`src/rtl/itt_pkg.sv`:
```
package itt_pkg;

  localparam int TextW = 8;
  localparam int RoleW = 4;
  localparam int ErrW  = 3;
  localparam int RowW  = 16;
  localparam int ModeW = 4;

  localparam logic [TextW-1:0] ChNewline = 8'h0A;
  localparam logic [TextW-1:0] ChSemi    = 8'h3B;
  localparam logic [TextW-1:0] ChLbrack  = 8'h5B;
  localparam logic [TextW-1:0] ChRbrack  = 8'h5D;
  localparam logic [TextW-1:0] ChEqual   = 8'h3D;
  localparam logic [TextW-1:0] ChSpace   = 8'h20;
  localparam logic [TextW-1:0] ChUnder   = 8'h5F;

  typedef enum logic [ModeW-1:0] {
    MODE_NEWLINE = 4'd0,
    MODE_SECT    = 4'd1,
    MODE_ENDSECT = 4'd2,
    MODE_VAR     = 4'd3,
    MODE_ENDVAR  = 4'd4,
    MODE_WAITVAL = 4'd5,
    MODE_VAL     = 4'd6,
    MODE_SKIP    = 4'd7,
    MODE_HALT    = 4'd8
  } mode_t;

  typedef enum logic [RoleW-1:0] {
    ROLE_NONE       = 4'd0,
    ROLE_SECT_OPEN  = 4'd1,
    ROLE_SECT_CHAR  = 4'd2,
    ROLE_VAR_START  = 4'd3,
    ROLE_VAR_CHAR   = 4'd4,
    ROLE_VAR_DONE   = 4'd5,
    ROLE_VAL_START  = 4'd6,
    ROLE_VAL_CHAR   = 4'd7,
    ROLE_VAL_DONE   = 4'd8,
    ROLE_ERROR      = 4'd9
  } role_t;

  typedef enum logic [ErrW-1:0] {
    ERR_NONE       = 3'd0,
    ERR_NO_SECTION = 3'd1,
    ERR_LINE       = 3'd2,
    ERR_SECTION    = 3'd3,
    ERR_VARIABLE   = 3'd4
  } err_t;

  function automatic logic is_alpha(input logic [TextW-1:0] c);
    return (c >= 8'h61 && c <= 8'h7A) || (c >= 8'h41 && c <= 8'h5A);
  endfunction

  function automatic logic is_digit(input logic [TextW-1:0] c);
    return c >= 8'h30 && c <= 8'h39;
  endfunction

  function automatic logic is_space(input logic [TextW-1:0] c);
    return c == ChSpace || (c >= 8'h09 && c <= 8'h0D);
  endfunction

  function automatic logic is_word(input logic [TextW-1:0] c);
    return is_alpha(c) || is_digit(c) || c == ChUnder;
  endfunction

endpackage

```
`src/rtl/itt_in_if.sv`:
```
interface itt_in_if import itt_pkg::*; ();
  logic             valid;
  logic             ready;
  logic [TextW-1:0] text_byte;
  logic             start_of_file;

  modport source (output valid, text_byte, start_of_file, input ready);
  modport sink (input valid, text_byte, start_of_file, output ready);
endinterface

```
`src/rtl/itt_out_if.sv`:
```
interface itt_out_if import itt_pkg::*; ();
  logic             valid;
  logic             ready;
  logic [RoleW-1:0] role;
  logic [ErrW-1:0]  error_code;
  logic [RowW-1:0]  row_number;
  logic [TextW-1:0] echo_byte;
  logic [ModeW-1:0] mode_after;

  modport source (output valid, role, error_code, row_number, echo_byte, mode_after,
                  input ready);
  modport sink (input valid, role, error_code, row_number, echo_byte, mode_after,
                output ready);
endinterface

```
`src/rtl/itt_step.sv`:
```
module itt_step import itt_pkg::*; #(
  parameter int ROW_BITS = 16
) (
  input  mode_t               mode,
  input  logic [ROW_BITS-1:0] row,
  input  logic                sect,
  input  logic [TextW-1:0]    c,
  input  logic                sof,
  output mode_t               mode_next,
  output logic [ROW_BITS-1:0] row_next,
  output logic                sect_next,
  output role_t               role,
  output err_t                err
);

  mode_t               m;
  logic [ROW_BITS-1:0] r;
  logic [ROW_BITS-1:0] r_inc;
  logic                bump;

  // start of file resets the context before the byte is handled
  assign m = sof ? MODE_NEWLINE : mode;
  assign r = sof ? ROW_BITS'(1) : row;
  assign r_inc = (&r) ? r : r + ROW_BITS'(1);

  always_comb begin
    mode_next = m;
    sect_next = sof ? 1'b0 : sect;
    role      = ROLE_NONE;
    err       = ERR_NONE;
    bump      = 1'b0;
    case (m)
      MODE_NEWLINE: begin
        if (c == ChNewline) begin
          bump = 1'b1;
        end else if (c == ChSemi) begin
          mode_next = MODE_SKIP;
        end else if (c == ChLbrack) begin
          mode_next = MODE_SECT;
          sect_next = 1'b0;
          role      = ROLE_SECT_OPEN;
        end else if (is_alpha(c)) begin
          if (sect_next) begin
            mode_next = MODE_VAR;
            role      = ROLE_VAR_START;
          end else begin
            err = ERR_NO_SECTION;
          end
        end else if (!is_space(c)) begin
          err = ERR_LINE;
        end
      end
      MODE_SECT: begin
        if (c == ChRbrack) begin
          mode_next = MODE_ENDSECT;
        end else if (is_word(c)) begin
          sect_next = 1'b1;
          role      = ROLE_SECT_CHAR;
        end else begin
          err = ERR_SECTION;
        end
      end
      MODE_ENDSECT: begin
        if (c == ChNewline) begin
          bump      = 1'b1;
          mode_next = MODE_NEWLINE;
        end else if (c == ChSemi) begin
          mode_next = MODE_SKIP;
        end else if (!is_space(c)) begin
          err = ERR_SECTION;
        end
      end
      MODE_VAR: begin
        if (c == ChEqual) begin
          mode_next = MODE_WAITVAL;
          role      = ROLE_VAR_DONE;
        end else if (c == ChSpace) begin
          mode_next = MODE_ENDVAR;
          role      = ROLE_VAR_DONE;
        end else if (is_word(c)) begin
          role = ROLE_VAR_CHAR;
        end else begin
          err = ERR_VARIABLE;
        end
      end
      MODE_ENDVAR: begin
        if (c == ChEqual) begin
          mode_next = MODE_WAITVAL;
        end else if (c != ChSpace) begin
          err = ERR_VARIABLE;
        end
      end
      MODE_WAITVAL: begin
        if (c == ChNewline) begin
          bump      = 1'b1;
          mode_next = MODE_NEWLINE;
        end else if (c == ChSemi) begin
          mode_next = MODE_SKIP;
        end else if (c != ChSpace) begin
          mode_next = MODE_VAL;
          role      = ROLE_VAL_START;
        end
      end
      MODE_VAL: begin
        if (c == ChNewline) begin
          bump      = 1'b1;
          mode_next = MODE_NEWLINE;
          role      = ROLE_VAL_DONE;
        end else if (c == ChSemi) begin
          mode_next = MODE_SKIP;
          role      = ROLE_VAL_DONE;
        end else begin
          role = ROLE_VAL_CHAR;
        end
      end
      MODE_SKIP: begin
        if (c == ChNewline) begin
          bump      = 1'b1;
          mode_next = MODE_NEWLINE;
        end
      end
      default: begin
        mode_next = MODE_HALT;
      end
    endcase
    if (err != ERR_NONE) begin
      role      = ROLE_ERROR;
      mode_next = MODE_HALT;
    end
  end

  assign row_next = bump ? r_inc : r;

endmodule

```
`src/rtl/ini_text_tokenizer.sv`:
```
// INI text tokenizer: takes one byte of INI text per request and returns one
// result per byte, tagging its role in section, variable and value strings,
// any syntax error, the current row (counted from 1, saturating at
// 2^ROW_BITS-1, low 16 bits shown) and the reading mode after the byte.
// The first error halts parsing until a byte with start_of_file set.
// A byte is accepted every cycle while results are taken. The result passes
// through the input register, then the result register, before it is valid.
// A result held by the receiver stalls the next byte in the input register.
// The mode, row and section flag update in the single decode step between the
// two registers.
module ini_text_tokenizer import itt_pkg::*; #(
  parameter int ROW_BITS = 16
) (
  input logic        clk,
  input logic        rst,
  itt_in_if.sink     in_ch,
  itt_out_if.source  out_ch
);

  // input register
  logic             in_vld;
  logic [TextW-1:0] in_byte;
  logic             in_sof;

  // parsing context
  mode_t               mode;
  logic [ROW_BITS-1:0] row;
  logic                sect;

  mode_t               mode_next;
  logic [ROW_BITS-1:0] row_next;
  logic                sect_next;
  role_t               step_role;
  err_t                step_err;

  // result register
  logic             out_vld;
  role_t            out_role;
  err_t             out_err;
  logic [RowW-1:0]  out_row;
  logic [TextW-1:0] out_byte;
  mode_t            out_mode;

  logic                     advance;
  logic [ROW_BITS+RowW-1:0] row_ext;

  assign advance      = in_vld && (!out_vld || out_ch.ready);
  assign in_ch.ready  = !in_vld || advance;
  assign row_ext      = {{RowW{1'b0}}, row_next};

  itt_step #(.ROW_BITS(ROW_BITS)) u_step (
    .mode      (mode),
    .row       (row),
    .sect      (sect),
    .c         (in_byte),
    .sof       (in_sof),
    .mode_next (mode_next),
    .row_next  (row_next),
    .sect_next (sect_next),
    .role      (step_role),
    .err       (step_err)
  );

  always_ff @(posedge clk) begin
    if (rst) begin
      in_vld <= 1'b0;
    end else if (in_ch.ready) begin
      in_vld <= in_ch.valid;
    end
    if (in_ch.ready && in_ch.valid) begin
      in_byte <= in_ch.text_byte;
      in_sof  <= in_ch.start_of_file;
    end
  end

  always_ff @(posedge clk) begin
    if (rst) begin
      mode <= MODE_NEWLINE;
      row  <= ROW_BITS'(1);
      sect <= 1'b0;
    end else if (advance) begin
      mode <= mode_next;
      row  <= row_next;
      sect <= sect_next;
    end
  end

  always_ff @(posedge clk) begin
    if (rst) begin
      out_vld <= 1'b0;
    end else if (advance) begin
      out_vld <= 1'b1;
    end else if (out_ch.ready) begin
      out_vld <= 1'b0;
    end
    if (advance) begin
      out_role <= step_role;
      out_err  <= step_err;
      out_row  <= row_ext[RowW-1:0];
      out_byte <= in_byte;
      out_mode <= mode_next;
    end
  end

  assign out_ch.valid      = out_vld;
  assign out_ch.role       = out_role;
  assign out_ch.error_code = out_err;
  assign out_ch.row_number = out_row;
  assign out_ch.echo_byte  = out_byte;
  assign out_ch.mode_after = out_mode;

`ifndef SYNTH
  a_err_halts: assert property (@(posedge clk) disable iff (rst)
    (advance && step_err != ERR_NONE) |=> mode == MODE_HALT)
    else $error("error did not halt parsing");

  a_halt_sticky: assert property (@(posedge clk) disable iff (rst)
    (advance && mode == MODE_HALT && !in_sof) |=> mode == MODE_HALT)
    else $error("left halt without start of file");

  a_row_nonzero: assert property (@(posedge clk) disable iff (rst)
    row != '0)
    else $error("row count reached zero");

  a_role_err: assert property (@(posedge clk) disable iff (rst)
    out_vld |-> ((out_role == ROLE_ERROR) == (out_err != ERR_NONE)))
    else $error("error role and error code disagree");

  a_halt_quiet: assert property (@(posedge clk) disable iff (rst)
    (advance && mode == MODE_HALT && !in_sof) |=> out_role == ROLE_NONE)
    else $error("halted parser produced a role");
`endif

endmodule

```
`src/flat_wrapper.sv`:
```
// flat-port wrapper written by rule: the top's interface ports become plain ports
module ini_text_tokenizer_flat import itt_pkg::*;
#(
  parameter int ROW_BITS = 16
)
  (clk, rst, in_ch_valid, in_ch_text_byte, in_ch_start_of_file, in_ch_ready, out_ch_valid, out_ch_role, out_ch_error_code, out_ch_row_number, out_ch_echo_byte, out_ch_mode_after, out_ch_ready);
  itt_in_if in_ch_i ();
  itt_out_if out_ch_i ();
  input logic clk;
  input logic rst;
  input wire logic [$bits(in_ch_i.valid)-1:0] in_ch_valid;
  input wire logic [$bits(in_ch_i.text_byte)-1:0] in_ch_text_byte;
  input wire logic [$bits(in_ch_i.start_of_file)-1:0] in_ch_start_of_file;
  output wire logic [$bits(in_ch_i.ready)-1:0] in_ch_ready;
  output wire logic [$bits(out_ch_i.valid)-1:0] out_ch_valid;
  output wire logic [$bits(out_ch_i.role)-1:0] out_ch_role;
  output wire logic [$bits(out_ch_i.error_code)-1:0] out_ch_error_code;
  output wire logic [$bits(out_ch_i.row_number)-1:0] out_ch_row_number;
  output wire logic [$bits(out_ch_i.echo_byte)-1:0] out_ch_echo_byte;
  output wire logic [$bits(out_ch_i.mode_after)-1:0] out_ch_mode_after;
  input wire logic [$bits(out_ch_i.ready)-1:0] out_ch_ready;
  assign in_ch_i.valid = in_ch_valid;
  assign in_ch_i.text_byte = in_ch_text_byte;
  assign in_ch_i.start_of_file = in_ch_start_of_file;
  assign in_ch_ready = in_ch_i.ready;
  assign out_ch_valid = out_ch_i.valid;
  assign out_ch_role = out_ch_i.role;
  assign out_ch_error_code = out_ch_i.error_code;
  assign out_ch_row_number = out_ch_i.row_number;
  assign out_ch_echo_byte = out_ch_i.echo_byte;
  assign out_ch_mode_after = out_ch_i.mode_after;
  assign out_ch_i.ready = out_ch_ready;
  ini_text_tokenizer #(.ROW_BITS(ROW_BITS)) u_core (.clk(clk), .rst(rst), .in_ch(in_ch_i), .out_ch(out_ch_i));
endmodule
```
`config.mk`:
```
export PLATFORM = sky130hd
export DESIGN_NAME = ini_text_tokenizer_flat
export DESIGN_NICKNAME = d
export VERILOG_FILES = /design/src/rtl/itt_pkg.sv /design/src/rtl/itt_in_if.sv /design/src/rtl/itt_out_if.sv /design/src/rtl/itt_step.sv /design/src/rtl/ini_text_tokenizer.sv /design/src/flat_wrapper.sv
export SDC_FILE = /design/constraint.sdc
export NUM_CORES = 1
export LEC_CHECK = 0
export BUFFER_PORTS_ARGS = -buffer_cell sky130_fd_sc_hd__buf_2
export CAP_MARGIN = 30
export CORE_MARGIN = 1.5
export CORE_UTILIZATION = 35
export CTS_CLUSTER_DIAMETER = 50
export DETAILED_ROUTE_END_ITERATION = 7
export MAX_ROUTING_LAYER = met4
export PLACE_DENSITY = 0.61
export SLEW_MARGIN = 40
export SYNTH_ARGS = -nofsm -noshare
export SYNTH_HDL_FRONTEND = slang
export SYNTH_SLANG_ARGS = --single-unit
```
`constraint.sdc`:
```
create_clock -name clk -period 3.34 [get_ports clk]
set_clock_uncertainty 0.05 [all_clocks]
set_input_delay 0.501 -clock clk [delete_from_list [all_inputs] [get_ports clk]]
set_output_delay 0.501 -clock clk [all_outputs]
set_load 0.01 [all_outputs]
```
# Word-level counts from Yosys, hierarchy flattened

Index checks and enable logic that the tools add are counted.

Add/subtract/negate cells: 1
Magnitude comparators: 8
Equality and inequality tests: 15
Muxes and demuxes: 65
Reductions and logical operators: 20

Operators with widths:

| cell                    | count |
|---|---|
| $mux W4                 | 19 |
| $mux W16                | 3 |
| $mux W3                 | 15 |
| $pmux W4 S7             | 1 |
| $mux W2                 | 13 |
| $eq A8 B6 Y1 const B    | 3 |
| $eq A8 B7 Y1 const B    | 3 |
| $pmux W4 S5             | 1 |
| $add A16 B1 Y16 const B | 1 |
| $eq A4 B3 Y1 const B    | 4 |
| $ge A8 B7 Y1 const B    | 2 |
| $le A8 B7 Y1 const B    | 2 |
| $reduce_and A16 Y1      | 1 |
| $pmux W3 S5             | 1 |
| $mux W1                 | 11 |
| $eq A4 B2 Y1 const B    | 2 |
| $eq A8 B4 Y1 const B    | 1 |
| $ge A8 B4 Y1 const B    | 1 |
| $ge A8 B6 Y1 const B    | 1 |
| $le A8 B4 Y1 const B    | 1 |
| $le A8 B6 Y1 const B    | 1 |
| $ne A8 B6 Y1 const B    | 1 |
| $logic_and A1 B1 Y1     | 6 |
| $logic_or A1 B1 Y1      | 6 |
| 8 further kinds         | 9 |

Flip-flop bits (word level): 67
Input bits: 13
Output and inout bits: 37
Logic and storage cells: 121

# Depth between registers and ports, before layout

Word-level depth: 11
Depth in mapped cells: 13
Mapped depth without buffers: 8

# Cells and area by module

From an unflattened synthesis, not the netlist that was laid out.

Cells, all modules: 341
Area, all modules: 3,569.7 um2

Modules (own cells, without submodules):

| module             | instances | cells an instance | area an instance (um2) | sequential area each (um2) |
|---|---|---|---|---|
| ini_text_tokenizer | 1         | 145               | 2,363.5                | 1,781.7 |
| itt_step           | 1         | 196               | 1,206.2                | 0.0 |

# Least setup slack after synthesis

Ideal clock, no wire load.

Path kind: register to register
Start point: reg u_core.in_sof
End point: reg u_core.out_row[1], in the netlist u_core.out_ch.row_number[1] (data pin)
Library setup time: 0.260 ns
Data arrival time: 2.524 ns
Data required time: 3.030 ns
Path slack: 0.506 ns
Stages on the path, launching flop included: 12
Path buffers: 5
Period minus slack after synthesis: 2.834 ns
Cells stage by stage: edfxtp_1 > buf_6 > buf_4 > clkbuf_1 > nor2b_1 > ha_1 > nand3_1 > or4_1 > buf_2 > and2_1 > buf_2 > mux2_2

Longest elaborated chain between the ends: 5
Elaborated cells between the ends (all ways): 13
Classes of those cells: add/sub: 1; eq/ne: 4; mux: 5; reduce/logical: 3

RTL lines:

| item                                                    | RTL line                 | RTL |
|---|---|---|
| from (decl)                                             | ini_text_tokenizer.sv:23 | `logic in_sof;` |
| from (signal assigned)                                  | ini_text_tokenizer.sv:72 | `in_sof <= in_ch.start_of_file;` |
| branches (longest 4 deep; another with $add A16 B1 Y16) | --                       |  |
| $mux W16 *                                              | itt_step.sv:132          | `assign row_next = bump ? r_inc : r;` |
| net u_core.row_next[1]                                  | ini_text_tokenizer.sv:31 | `logic [ROW_BITS-1:0] row_next;` |
| to (signal assigned)                                    | ini_text_tokenizer.sv:99 | `out_row <= row_ext[RowW-1:0];` |
| to (decl)                                               | ini_text_tokenizer.sv:40 | `logic [RowW-1:0] out_row;` |

Mark *: on every way through the listed nets, which the timed path passes.
A chain may end at the register's enable or synchronous reset.

# Worst setup path after layout

Ends and elaborated chain as after synthesis.

==> flow_summary.toml <==
[logic_synthesis]
yosysMostFrequentCell = "edfxtp_1"
ys_seq_elements = 67
synth-edff-count = 44
yosys_warnings = 0
synth.area.top_cells = "edfxtp_1 (37%), dfxtp_1 (13%), nand2_1 (3.6%)"
synth_seq_area_share_pct = 49.6
synthArstFlopShare_pct = 0
ys_top_cells_by_count = "edfxtp_1 (44), nand2_1 (34), nor2_1 (29), dfxtp_1 (23), o21ai_0 (18)"
synth_top_area_share_pct = 36.8
synth_top_area_cell = "edfxtp_1"
synth_area_per_cell_um2 = 10.1
synth_nets = 370
synth_cells = 356
synth_top_flop_cell = "edfxtp_1"
yosys.cell_types.count = 68
synth_area_mm2 = 0.00359

[worst_setup_path]
critPathMaxFanout = 26
r2r_cells = 6
startpoint_type = "flip-flop"
critPathCaptureType = "flip-flop"
crit_required_ns = 3.38
path_class = "flip-flop to flip-flop"
worst_ep_arrival_time_ns = 2.77

[floorplanning]
fp.dieArea_mm2 = 0.0109
fp.dieH_um = 104
core_mm2 = 0.00986
io_pins = 50
rows = 36
die_w_um = 104
initial_utilization_pct = 36.4

[clock_tree]
cts_resized = 0
cts-hold-fix-buffers = 0
cts.sinks = 67
root_buffer = "clkbuf_8"
cts_buffers = 9
post_cts_buffers = 0
clk-insertion-delay-late_ns = 0.35
clk_pin_slew_ns = 0.07
htreeDepth = 3
clock_path_buffers = 2
cts_tree = "done"

[power]
switching_share_pct = 21.8
power_frac_comb_pct = 6.6
leakagePower_nw = 1.37
p_clk_share_pct = 41.0
p_switching_w = 0.000389
seqPwrFrac_pct = 52.3
p_per_area_mw_per_mm2 = 436
peakVddDrop_uv = 205
intPower_w = 0.00140

[timing]
setup_viol = 0
rsz0062_at_grt = "false"
fin_crit_ns = 2.73
setup_tns_ns = 0
tightest_slew_ns = 0.607
slew_headroom_pct = 59.4
period_share_pct = 81.6
holdWs_ns = 0.279
slew_viol_final = 0
fmax_mhz = 367
finalHoldViolCount = 0

[global_route]
antenna_found_initial = 0
overflow = 0
gr-usage-met2_pct = 20.8
grt_use_total_pct = 15.0
grt_pass1_wl_um = 13000
met1_usage_pct = 20.5
grt_pass1_vias = 2695
grt_use_met3_pct = 4.07
grt_max_degree = 36
busiest_layer = "met2"

[route]
routedWlPerCell_um = 14.4
vias = 2867
drc = 0
postRouteWirelength_um = 7700
viasPerCell = 5.35
drt_iter0_markers = 275
firstDrtPassIters = 5
ant_nets = 0

[layout]
multi_input_area_mm2 = 0.00163
drive_gt1_share_pct = 20.6
nNetsFinal = 412
diodes = 0
syn_to_final_growth_pct = 14.1
fillCellCount = 946
register_area_mm2 = 0.00178

[run]
drv_cap = 0

[placed_design]
routabilityCongestion = 0.889
io_buffers = 49
hpwlAfterDp_um = 5200

[outcome]
status = "finished, final reports clean"

[hold_path]
whs_path_depth = 1
hold_class = "primary input to flip-flop"
-- final cells by class --
type | count | share of cell area, %
sequential | 67 | 43.5
multi-input combinational | 259 | 39.8
timing repair buffer | 54 | 6.90
tap | 133 | 4.06
clock buffer | 14 | 3.72
clock inverter | 2 | 1.46
inverter | 7 | 0.641
-- logic make-up (layout without fill, tap and decap cells) --
kind of cell               count (synthesis)  count (layout)  synth area share [%]
and+or+nand+nor                          166             166                  26.7
AOI/OAI and AO/OA                         79              79                  15.1
DFF                                       67              67                  49.6
buffers and inverters                     30              77                  5.02
xor gates and xnor gates                  12              12                  2.93
adders and majority gates                  1               1                 0.348
muxes                                      1               1                 0.313
-- through the flow --
step                power [W]  setup WS (ns)  util (%)  cells  instance area (um^2)
floorplan             0.00103          0.506         -    356                  3590
global placement      0.00107          0.725      39.4    520                  3890
detailed placement    0.00107          0.645      39.4    520                  3890
CTS                   0.00181          0.627      41.6    536                  4100
global route          0.00185          0.428      41.6    536                  4100
finish                0.00179          0.614      41.6    536                  4100
-- metal layers --
| layer | wire (um) | part of all wire [%] |
|---|---|---|
| met1 | 3830 | 50 |
| met2 | 3330 | 43 |
| met3 | 441 | 5.7 |
| met4 | 110 | 1.4 |
| met5 | 0 | 0 |
-- cell usage in the layout (no fill, tap or decap), drive strengths merged, types with 2 or more instances in the layout --
| cell type | instances |
|---|---|
| xor2 | 4 |
| nor2b | 13 |
| nand2b | 4 |
| a21oi | 15 |
| o21a | 3 |
| inv | 6 |
| and2 | 4 |
| nor3b | 3 |
| nor3 | 16 |
| buf | 54 |
| nand3b | 4 |
| edfxtp | 44 |
| o21ai | 19 |
| dfxtp | 23 |
| nand3 | 18 |
| nand4 | 5 |
| nand2 | 34 |
| o211ai | 5 |
| and3b | 2 |
| or4b | 3 |
| and3 | 7 |
| a31oi | 13 |
| a21o | 2 |
| o32ai | 3 |
| nor2 | 29 |
| bufinv | 2 |
| or3 | 8 |
| o41ai | 3 |
| a41oi | 3 |
| nand4bb | 2 |
| clkbuf | 14 |
| or4 | 11 |
| xnor2 | 8 |
-- state kept, by name, indices dropped and copies added, names as in the netlist --
signal and flops:
u_core.in_byte 8, u_core.in_sof 1, u_core.row 16, u_core.out_ch.valid 1, u_core.sect 1, u_core.out_ch.echo_byte 8
u_core.mode 4, u_core.out_ch.mode_after 4, u_core.in_vld 1, u_core.out_ch.role 4, u_core.out_ch.error_code 3, u_core.out_ch.row_number 16
-- path summary, 6_finish.rpt --
path                                           endpoint  slack (ns)                     start
hold reg to reg                u_core.sect$_SDFFE_PP0P_        0.42  u_core.sect$_SDFFE_PP0P_
setup reg to reg  u_core.out_ch.row_number[1]$_DFFE_PP_        0.61   u_core.in_sof$_DFFE_PP_
hold / removal              u_core.in_byte[7]$_DFFE_PP_        0.28        in_ch_text_byte[7]
setup / recovery  u_core.out_ch.row_number[1]$_DFFE_PP_        0.61   u_core.in_sof$_DFFE_PP_
-- worst max-delay path: stages (launching register included) --
cell      delay [ns]
edfxtp_1        0.43
buf_4           0.25
nor2b_1         0.26
nand2_1         0.22
or4_1           0.64
and2_1          0.32
mux2_2          0.29
-- power by group through the flow --
stage / clock, W / combinational, W / sequential [W]
2_1_floorplan: 0 / 0.0000799 / 0.000952
6_report: 0.000733 / 0.000119 / 0.000934
3_3_place_gp: 0 / 0.000117 / 0.000953
5_1_grt: 0.000785 / 0.000130 / 0.000938
4_1_cts: 0.000756 / 0.000120 / 0.000934
3_5_place_dp: 0 / 0.000119 / 0.000952
Power figures use the tool's default switching activity.
